===== src/sv/utc_pkg.sv =====
// shared types, constants and calendar functions for the utc offset adjust block
package utc_pkg;

    // field widths
    localparam int YEAR_W   = 12;
    localparam int MONTH_W  = 4;
    localparam int DAY_W    = 5;
    localparam int HOUR_W   = 5;
    localparam int MIN_W    = 6;
    localparam int SEC_W    = 6;
    localparam int OFFSET_W = 12;
    // minute of day, 0..1439, and signed sum with offset
    localparam int TOD_W    = 11;
    localparam int SUM_W    = 13;

    // calendar and clock constants
    localparam int MIN_PER_DAY   = 1440;
    localparam int MAX_OFFSET    = 1439;
    localparam int MIN_PER_HOUR  = 60;
    localparam int MAX_HOUR      = 23;
    localparam int MAX_MINUTE    = 59;
    localparam int FEB_LEAP_DAYS = 29;

    // month codes
    localparam logic [MONTH_W-1:0] MONTH_JAN = 4'd1;
    localparam logic [MONTH_W-1:0] MONTH_FEB = 4'd2;
    localparam logic [MONTH_W-1:0] MONTH_APR = 4'd4;
    localparam logic [MONTH_W-1:0] MONTH_JUN = 4'd6;
    localparam logic [MONTH_W-1:0] MONTH_SEP = 4'd9;
    localparam logic [MONTH_W-1:0] MONTH_NOV = 4'd11;
    localparam logic [MONTH_W-1:0] MONTH_DEC = 4'd12;

    // one clock reading
    typedef struct packed {
        logic [YEAR_W-1:0]  in_year;
        logic [MONTH_W-1:0] in_month;
        logic [DAY_W-1:0]   in_day;
        logic [HOUR_W-1:0]  in_hour;
        logic [MIN_W-1:0]   in_minute;
        logic [SEC_W-1:0]   in_second;
    } item_t;

    // one local date and time
    typedef struct packed {
        logic [YEAR_W-1:0]  out_year;
        logic [MONTH_W-1:0] out_month;
        logic [DAY_W-1:0]   out_day;
        logic [HOUR_W-1:0]  out_hour;
        logic [MIN_W-1:0]   out_minute;
        logic [SEC_W-1:0]   out_second;
    } result_t;

    // day roll request from the time of day unit
    typedef struct packed {
        logic back;
        logic fwd;
    } roll_t;

    // gregorian leap rule; divisibility by 25 through a reciprocal multiply
    function automatic logic leap_year(input logic [YEAR_W-1:0] y);
        logic [27:0] prod;
        logic [7:0]  q;
        logic [12:0] back_mul;
        logic        div25;
        prod     = {16'b0, y} * 28'd41944;
        q        = prod[27:20];
        back_mul = {5'b0, q} * 13'd25;
        div25    = (back_mul == {1'b0, y});
        return (y[1:0] == 2'd0) && (!div25 || (y[3:0] == 4'd0));
    endfunction

    // length of a month, month already clamped to 1..12
    function automatic logic [DAY_W-1:0] days_in(input logic [MONTH_W-1:0] month,
                                                 input logic leap);
        logic [DAY_W-1:0] d;
        unique case (month)
            MONTH_FEB: d = leap ? DAY_W'(FEB_LEAP_DAYS) : 5'd28;
            MONTH_APR, MONTH_JUN, MONTH_SEP, MONTH_NOV: d = 5'd30;
            default: d = 5'd31;
        endcase
        return d;
    endfunction

endpackage


===== src/sv/utc_tod.sv =====
// time of day unit: adds the offset and splits minute of day into hour and minute
module utc_tod (
    input  logic [utc_pkg::HOUR_W-1:0]          hour,
    input  logic [utc_pkg::MIN_W-1:0]           minute,
    input  logic signed [utc_pkg::OFFSET_W-1:0] offset,
    output logic [utc_pkg::HOUR_W-1:0]          adj_hour,
    output logic [utc_pkg::MIN_W-1:0]           adj_minute,
    output utc_pkg::roll_t                      roll
);

    logic [utc_pkg::HOUR_W-1:0]       hour_c;
    logic [utc_pkg::MIN_W-1:0]        minute_c;
    logic [utc_pkg::TOD_W-1:0]        tod;
    logic signed [utc_pkg::SUM_W-1:0] sum;
    logic signed [utc_pkg::SUM_W-1:0] wrapped;
    logic [utc_pkg::TOD_W-1:0]        t;
    logic [21:0]                      prod;
    logic [utc_pkg::HOUR_W-1:0]       q;
    logic [utc_pkg::TOD_W-1:0]        rem;

    // clamp inputs and form minute of day
    always_comb
    begin
        hour_c   = (hour > utc_pkg::HOUR_W'(utc_pkg::MAX_HOUR))
                   ? utc_pkg::HOUR_W'(utc_pkg::MAX_HOUR) : hour;
        minute_c = (minute > utc_pkg::MIN_W'(utc_pkg::MAX_MINUTE))
                   ? utc_pkg::MIN_W'(utc_pkg::MAX_MINUTE) : minute;
        tod      = utc_pkg::TOD_W'({6'b0, hour_c} * 11'd60) + {5'b0, minute_c};
        sum      = $signed({2'b0, tod}) + utc_pkg::SUM_W'(offset);
    end

    // wrap into the day and flag the roll direction
    always_comb
    begin
        roll.back = (sum < 0);
        roll.fwd  = (sum >= $signed(utc_pkg::SUM_W'(utc_pkg::MIN_PER_DAY)));
        if (roll.back)
        begin
            wrapped = sum + $signed(utc_pkg::SUM_W'(utc_pkg::MIN_PER_DAY));
        end
        else if (roll.fwd)
        begin
            wrapped = sum - $signed(utc_pkg::SUM_W'(utc_pkg::MIN_PER_DAY));
        end
        else
        begin
            wrapped = sum;
        end
        t = wrapped[utc_pkg::TOD_W-1:0];
    end

    // divide by 60 through a reciprocal multiply, exact below 1440
    always_comb
    begin
        prod       = {11'b0, t} * 22'd2185;
        q          = prod[21:17];
        rem        = t - utc_pkg::TOD_W'({6'b0, q} * 11'd60);
        adj_hour   = q;
        adj_minute = rem[utc_pkg::MIN_W-1:0];
    end

endmodule


===== src/sv/utc_date.sv =====
// date unit: clamps the date and moves it one day back or forward
module utc_date (
    input  logic [utc_pkg::YEAR_W-1:0]  year,
    input  logic [utc_pkg::MONTH_W-1:0] month,
    input  logic [utc_pkg::DAY_W-1:0]   day,
    input  utc_pkg::roll_t              roll,
    output logic [utc_pkg::YEAR_W-1:0]  adj_year,
    output logic [utc_pkg::MONTH_W-1:0] adj_month,
    output logic [utc_pkg::DAY_W-1:0]   adj_day
);

    logic                        leap;
    logic [utc_pkg::MONTH_W-1:0] month_c;
    logic [utc_pkg::MONTH_W-1:0] month_prev;
    logic [utc_pkg::DAY_W-1:0]   dim;
    logic [utc_pkg::DAY_W-1:0]   day_c;

    // clamp month and day to the calendar
    always_comb
    begin
        leap = utc_pkg::leap_year(year);
        if (month < utc_pkg::MONTH_JAN)
        begin
            month_c = utc_pkg::MONTH_JAN;
        end
        else if (month > utc_pkg::MONTH_DEC)
        begin
            month_c = utc_pkg::MONTH_DEC;
        end
        else
        begin
            month_c = month;
        end
        month_prev = month_c - 4'd1;
        dim        = utc_pkg::days_in(month_c, leap);
        if (day < 5'd1)
        begin
            day_c = 5'd1;
        end
        else if (day > dim)
        begin
            day_c = dim;
        end
        else
        begin
            day_c = day;
        end
    end

    // one day roll across month and year ends
    always_comb
    begin
        adj_year  = year;
        adj_month = month_c;
        adj_day   = day_c;
        priority if (roll.back)
        begin
            if (day_c > 5'd1)
            begin
                adj_day = day_c - 5'd1;
            end
            else if (month_c == utc_pkg::MONTH_JAN)
            begin
                adj_month = utc_pkg::MONTH_DEC;
                adj_year  = year - 12'd1;
                adj_day   = utc_pkg::days_in(utc_pkg::MONTH_DEC, 1'b0);
            end
            else
            begin
                adj_month = month_prev;
                adj_day   = utc_pkg::days_in(month_prev, leap);
            end
        end
        else if (roll.fwd)
        begin
            if (day_c < dim)
            begin
                adj_day = day_c + 5'd1;
            end
            else
            begin
                adj_day = 5'd1;
                if (month_c == utc_pkg::MONTH_DEC)
                begin
                    adj_month = utc_pkg::MONTH_JAN;
                    adj_year  = year + 12'd1;
                end
                else
                begin
                    adj_month = month_c + 4'd1;
                end
            end
        end
        else
        begin
            adj_day = day_c;
        end
    end

endmodule


===== src/sv/utc_offset_date_time_adjust.sv =====
// top level: local date and time from a clock reading plus a signed minute offset
// Takes one clock reading per item and returns one local date and time per item.
// An item may be taken every cycle; each result appears after its item is taken
// (input register, then result register) as long as results are taken, for a
// throughput of one item per cycle set by the single pass of time of day and
// date logic between the two registers. The offset is written through the cfg
// channel, which is always ready; values beyond +/-1439 minutes are held at the
// limit. Write it only while no item is in flight. Seconds pass through unchanged.
module utc_offset_date_time_adjust (
    input  logic                                clk,
    input  logic                                rst_n,
    input  logic                                cfg_valid,
    output logic                                cfg_ready,
    input  logic signed [utc_pkg::OFFSET_W-1:0] cfg_data,
    input  logic                                item_valid,
    output logic                                item_ready,
    input  utc_pkg::item_t                      item_data,
    output logic                                result_valid,
    input  logic                                result_ready,
    output utc_pkg::result_t                    result_data
);

    logic signed [utc_pkg::OFFSET_W-1:0] offset_reg;
    logic signed [utc_pkg::OFFSET_W-1:0] offset_next;
    logic                                s1_valid_reg;
    logic                                s1_valid_next;
    utc_pkg::item_t                      s1_data_reg;
    logic                                res_valid_reg;
    logic                                res_valid_next;
    utc_pkg::result_t                    res_data_reg;
    utc_pkg::result_t                    res_data_next;
    logic                                advance;
    logic                                take;
    utc_pkg::roll_t                      roll;

    // offset register, held at the legal range on write
    assign cfg_ready = 1'b1;
    always_comb
    begin
        offset_next = offset_reg;
        if (cfg_valid)
        begin
            if (cfg_data > $signed(utc_pkg::OFFSET_W'(utc_pkg::MAX_OFFSET)))
            begin
                offset_next = utc_pkg::OFFSET_W'(utc_pkg::MAX_OFFSET);
            end
            else if (cfg_data < -$signed(utc_pkg::OFFSET_W'(utc_pkg::MAX_OFFSET)))
            begin
                offset_next = -$signed(utc_pkg::OFFSET_W'(utc_pkg::MAX_OFFSET));
            end
            else
            begin
                offset_next = cfg_data;
            end
        end
    end

    // pipeline flow control
    assign advance        = !res_valid_reg || result_ready;
    assign item_ready     = !s1_valid_reg || advance;
    assign take           = item_valid && item_ready;
    assign s1_valid_next  = take ? 1'b1 : (advance ? 1'b0 : s1_valid_reg);
    assign res_valid_next = advance ? s1_valid_reg : res_valid_reg;

    // time of day
    utc_tod u_tod (
        .hour       (s1_data_reg.in_hour),
        .minute     (s1_data_reg.in_minute),
        .offset     (offset_reg),
        .adj_hour   (res_data_next.out_hour),
        .adj_minute (res_data_next.out_minute),
        .roll       (roll)
    );

    // date roll
    utc_date u_date (
        .year      (s1_data_reg.in_year),
        .month     (s1_data_reg.in_month),
        .day       (s1_data_reg.in_day),
        .roll      (roll),
        .adj_year  (res_data_next.out_year),
        .adj_month (res_data_next.out_month),
        .adj_day   (res_data_next.out_day)
    );

    assign res_data_next.out_second = s1_data_reg.in_second;

    // control registers
    always_ff @(posedge clk or negedge rst_n)
    begin
        if (!rst_n)
        begin
            offset_reg    <= '0;
            s1_valid_reg  <= 1'b0;
            res_valid_reg <= 1'b0;
        end
        else
        begin
            offset_reg    <= offset_next;
            s1_valid_reg  <= s1_valid_next;
            res_valid_reg <= res_valid_next;
        end
    end

    // payload registers
    always_ff @(posedge clk)
    begin
        if (take)
        begin
            s1_data_reg <= item_data;
        end
        if (advance && s1_valid_reg)
        begin
            res_data_reg <= res_data_next;
        end
    end

    assign result_valid = res_valid_reg;
    assign result_data  = res_data_reg;

endmodule


===== config.mk =====
export PLATFORM = sky130hd
export DESIGN_NAME = utc_offset_date_time_adjust
export DESIGN_NICKNAME = d
export VERILOG_FILES = /design/src/sv/utc_pkg.sv /design/src/sv/utc_tod.sv /design/src/sv/utc_date.sv /design/src/sv/utc_offset_date_time_adjust.sv
export SDC_FILE = /design/constraint.sdc
export NUM_CORES = 1
export LEC_CHECK = 0
export ABC_AREA = 1
export BUFFER_PORTS_ARGS = -buffer_cell sky130_fd_sc_hd__buf_2
export CAP_MARGIN = 20
export CORE_ASPECT_RATIO = 1.5
export CORE_MARGIN = 1.5
export CORE_UTILIZATION = 60
export DETAILED_ROUTE_END_ITERATION = 8
export GPL_TIMING_DRIVEN = 0
export PLACE_DENSITY_LB_ADDON = 0.25
export SLEW_MARGIN = 5
export SYNTH_ARGS = -nofsm -noshare
export SYNTH_HDL_FRONTEND = slang
export SYNTH_HIERARCHICAL = 1
export SYNTH_SLANG_ARGS = --single-unit

===== constraint.sdc =====
create_clock -name clk -period 10.7 [get_ports clk]
set_input_delay 2.14 -clock clk [delete_from_list [all_inputs] [get_ports clk]]
set_output_delay 2.14 -clock clk [all_outputs]
set_load 0.05 [all_outputs]

# Word level (Yosys, flattened, before mapping)

Cells that the tools add are included.

$mul: 5
Equal/unequal tests: 13
Muxes and demuxes: 32
Reductions and logical operators: 14
Add/sub/neg operators: 11
Order comparisons: 12

Operators with widths:

| kind                                                         | number |
|---|---|
| 2-to-1 mux 12 bit                                            | 8 |
| 2-to-1 mux 5 bit                                             | 8 |
| 2-to-1 mux 4 bit                                             | 8 |
| multiplier 12 x 13 -> 25 bit (second input constant)         | 1 |
| multiplier 11 x 12 -> 22 bit (second input constant)         | 1 |
| 2-to-1 mux 11 bit                                            | 2 |
| equality test 4 bit (second input constant)                  | 5 |
| case mux 5 bit (2 select lines)                              | 2 |
| equality test 4 x 3 -> 1 bit (second input constant)         | 4 |
| adder 12 x 12 -> 13 bit                                      | 1 |
| equality test 13 x 12 -> 1 bit                               | 1 |
| >= comparator 13 x 12 -> 1 bit (second input constant)       | 1 |
| less-than comparator 13 x 1 -> 1 bit (second input constant) | 1 |
| multiplier 8 x 5 -> 13 bit (second input constant)           | 1 |
| adder 12 x 1 -> 12 bit (second input constant)               | 1 |
| greater-than comparator 12 bit (second input constant)       | 1 |
| less-than comparator 12 bit (second input constant)          | 1 |
| subtractor 12 x 1 -> 12 bit (second input constant)          | 1 |
| adder 11 bit (second input constant)                         | 1 |
| adder 11 x 6 -> 11 bit                                       | 1 |
| subtractor 11 bit (second input constant)                    | 1 |
| multiplier 5 x 4 -> 9 bit (second input constant)            | 1 |
| equality test 4 x 2 -> 1 bit (second input constant)         | 2 |
| OR reduction 4 bit                                           | 2 |
| 23 further kinds                                             | 31 |

Input port bits: 55
Output and inout port bits: 41
Register bits after elaboration: 90
Logic and storage cells: 102

# Longest topological paths before layout

Word-level depth: 15
Mapped depth: 61
Mapped depth without buffers: 61

# By module

Netlist, hierarchy kept.

By module, submodules not included:

| module                      | cells an instance | times used | area each (um^2) | sequential area each (um^2) |
|---|---|---|---|---|
| utc_date                    | 758               | 1          | 5355.1           | 0.0 |
| utc_tod                     | 477               | 1          | 3179.3           | 0.0 |
| utc_offset_date_time_adjust | 181               | 1          | 3076.7           | 2632.5 |

# Worst setup path before layout

OpenSTA, ideal clock, no wires.

Path type: reg2reg
Start: register s1_data_reg[36] in the netlist's numbering
End: register res_data_reg, in the netlist result_data[33], data pin
Library setup time: 0.253 ns
Buffers on the path: 0
Data required time: 10.447 ns
Stages on the path, launching flop included: 51
Arrival: 9.148 ns
Setup slack: 1.299 ns
Clock period less this slack: 9.401 ns
Path through: edfxtp_1 -> clkinv_1 -> ha_1 -> fa_1 -> fa_1 -> inv_1 -> fa_1 -> fa_1 -> inv_1 -> ha_1 -> nand2_1 -> inv_1 -> nand2_1 -> nand2_1 -> a21oi_2 -> nand2_2 -> nand3_1 -> nand2_1 -> [15 not listed] -> nand3_2 -> nand3_2 -> nand2_4 -> ha_1 -> nand2_1 -> inv_1 -> nor4_1 -> nand2_1 -> nand2_1 -> ha_1 -> nand3_1 -> nor2_1 -> inv_1 -> o21ai_0 -> o211a_1 -> nand2_1 -> nand2_1 -> nand2_1

RTL lines:

| what                   | line                               | text |
|---|---|---|
| start, declared        | utc_offset_date_time_adjust.sv:27  | `utc_pkg::item_t s1_data_reg;` |
| start signal, assigned | utc_offset_date_time_adjust.sv:110 | `s1_data_reg <= item_data;` |
| end signal, assigned   | utc_offset_date_time_adjust.sv:114 | `res_data_reg <= res_data_next;` |
| end, declared          | utc_offset_date_time_adjust.sv:30  | `utc_pkg::result_t res_data_reg;` |

==> out/qor.yml <==
clockBufferDepth: 2
outcome: "complete, no violations"
worst_pin_slew_ps: 565
row_count: 62
regArea_mm2: 0.00263
clkTransAtPathRegs_ps: 60
drc_errors: 0
hold_end: "result_data[4]"
tritoncts: "done"
r2r_cells: 56
cts_sinks: 90
grt_pass1_wl_mm: 44.3
postRouteAntennaNets: 0
grt_max_degree: 27
synth_area_leader_cell: "ha_1"
die_w_um: 117
timing.final.crit_share: 0.960
critPathMaxStageDelay_ps: 540
cpMostUsedCell: "inv_1"
ys_types: 54
ys_async_sr_fraction: 0.156
dp_cells: 1767
hold_buffers: 0
final_cells: 1811
die_y_um: 173
clock_latency_ps: 360
synthFlopType: "edfxtp_1"
fmax_mhz: 97.4
r2r_start: "s1_data_reg[16]"
setup.worst_path.start_class: "flip-flop"
syn_avg_cell_area_um2: 8.20
grt_use_total: 0.278
grt-ovfl-total: 0
worst-path-buf-inv: 10
r2r_slack_ps: 430
diodes: 0
syn_to_final_growth_pct: 13.9
dieArea_mm2: 0.0202
dp_hpwl_mm: 21.9
routed_wl_mm: 27.1
drtIter0Drc: 557
crit_path_top_delay_cell: "fa_1"
gp_congestion: 0.910
syn-num-nets: 1746
drv_slew: 0
routedWlPerCell_um: 14.9
path_max_fanout: 5
num_io_pins: 96
min-delay-start: "res_data_next[4]"
layout-drive-gt1-share: 0.179
antenna_found_initial: 0
crit_family: "adder cells"
ys_top_cells_by_area: "ha_1 23%, edfxtp_1 20%, fa_1 11%"
viasPerCell: 5.42
vias: 9821
first_pass_iters: 5
critPathKind: "flip-flop to flip-flop"
grt_pass1_vias: 9880
fillers: 1556
ys_ff_latch: 90
root_buffer: "clkbuf_16"
cp-end-kind: "flip-flop"
hold_viol_final: 0
syn_area_mm2: 0.0116
hold_class: "flip-flop to flip-flop"
setup_viol: 0
synth_edf_count: 76
cp.required_ps: 10810
htreeDepth: 3
fin_skew_ps: 12.1
cts_made_buffers: 9
r2r-end: "result_data[11]"
largest_reg_flops: 38
yosys_warnings: 6
start_util: 0.608
layout_commonest_cell: "nand2_1"
multi_input_area_mm2: 0.00808
synthDominantCellAreaShare: 0.230
mostFrequentLayoutCells: "301 x nand2_1, 267 x inv_1, 212 x ha_1"
syn_inst: 1416
ys_seq_area_frac: 0.227
port_buffers: 93
nets: 1882
slew_headroom: 0.623
design.core.area_mm2: 0.0191
cp.arrival_ps: 10380
maxCapViolCount: 0
period_minus_slack_ps: 10270
min_path_cells: 0
-- cells in the mapped netlist, types with 13 or more instances --
master	number
nand2_1	309
inv_1	270
ha_1	213
nand3_1	86
edfxtp_1	76
nor2_1	68
fa_1	62
a21oi_1	56
xor2_1	40
o21ai_0	28
nand4_1	24
nand2_2	22
xnor2_1	17
dfrtp_1	14
a21oi_2	13
nor3_1	13
-- worst max path at each step --
stage	start	end	cells after the start
after floorplan	s1_data_reg[36]	result_data[33]	50
after global placement	s1_data_reg[36]	result_data[33]	52
after detailed placement	s1_data_reg[36]	result_data[33]	52
after CTS	s1_data_reg[33]	result_data[33]	53
after global routing	s1_data_reg[16]	result_data[11]	57
final	s1_data_reg[16]	result_data[11]	56
-- layout make-up --
cell class | instances | area share
Multi-Input combinational cell | 1030 | 0.611
Sequential cell | 90 | 0.199
Inverter | 279 | 0.0794
Timing Repair Buffer | 125 | 0.0564
Tap cell | 256 | 0.0242
Clock buffer | 9 | 0.0170
Buffer | 17 | 0.00899
Clock inverter | 5 | 0.00435
-- timing repair --
| action | in CTS | in global routing |
|---|---|---|
| endpoints found under the setup margin | 16 | 23 |
| gates resized for setup | 4 | 54 |
| buffers inserted | 4 | 26 |
| pin swaps | 0 | 16 |
-- cell families after synthesis --
group,Yosys count,synth area share
AO/OA/AOI/OAI,133,0.0695
XOR/XNOR,60,0.0477
adder cells (fa/ha/maj),275,0.336
buffers and inverters,296,0.101
flip-flops,90,0.227
other,1,0.000323
AND/OR/NAND/NOR,561,0.219
-- worst reg2reg max path, delay by kind of cell, from the launching register on --
family / cells / cell delay, ps
xor+xnor: 3 / 600
fa+ha+maj: 14 / 4910
flops: 1 / 410
compound gates: 7 / 1340
buf+inv: 10 / 610
simple gates: 22 / 2140
-- metal layers --
layer  vias up  part of all wire  GRT usage  wire length, um
met5         -                 0          0                0
met4         0             0.053      0.148             1430
met3        87             0.036     0.0339              972
met2       265              0.52      0.506            14200
met1      4618              0.39      0.309            10500
li1       4851                 -          -                -
-- stage by stage --
step,worst slack [ps],hold slack [ps],util,TNS [ps],instance area (um^2)
2_1_floorplan,1300,400,-,0,11600
3_3_place_gp,-240,401,0.650,-255,12400
3_5_place_dp,-465,405,0.653,-1560,12500
4_1_cts,44.7,419,0.670,0,12800
5_1_grt,-157,427,0.693,-221,13200
6_report,432,417,0.693,0,13200
Power is not shown: default switching activity piles up to over one toggle a cycle in this logic, so the estimate is an artifact.
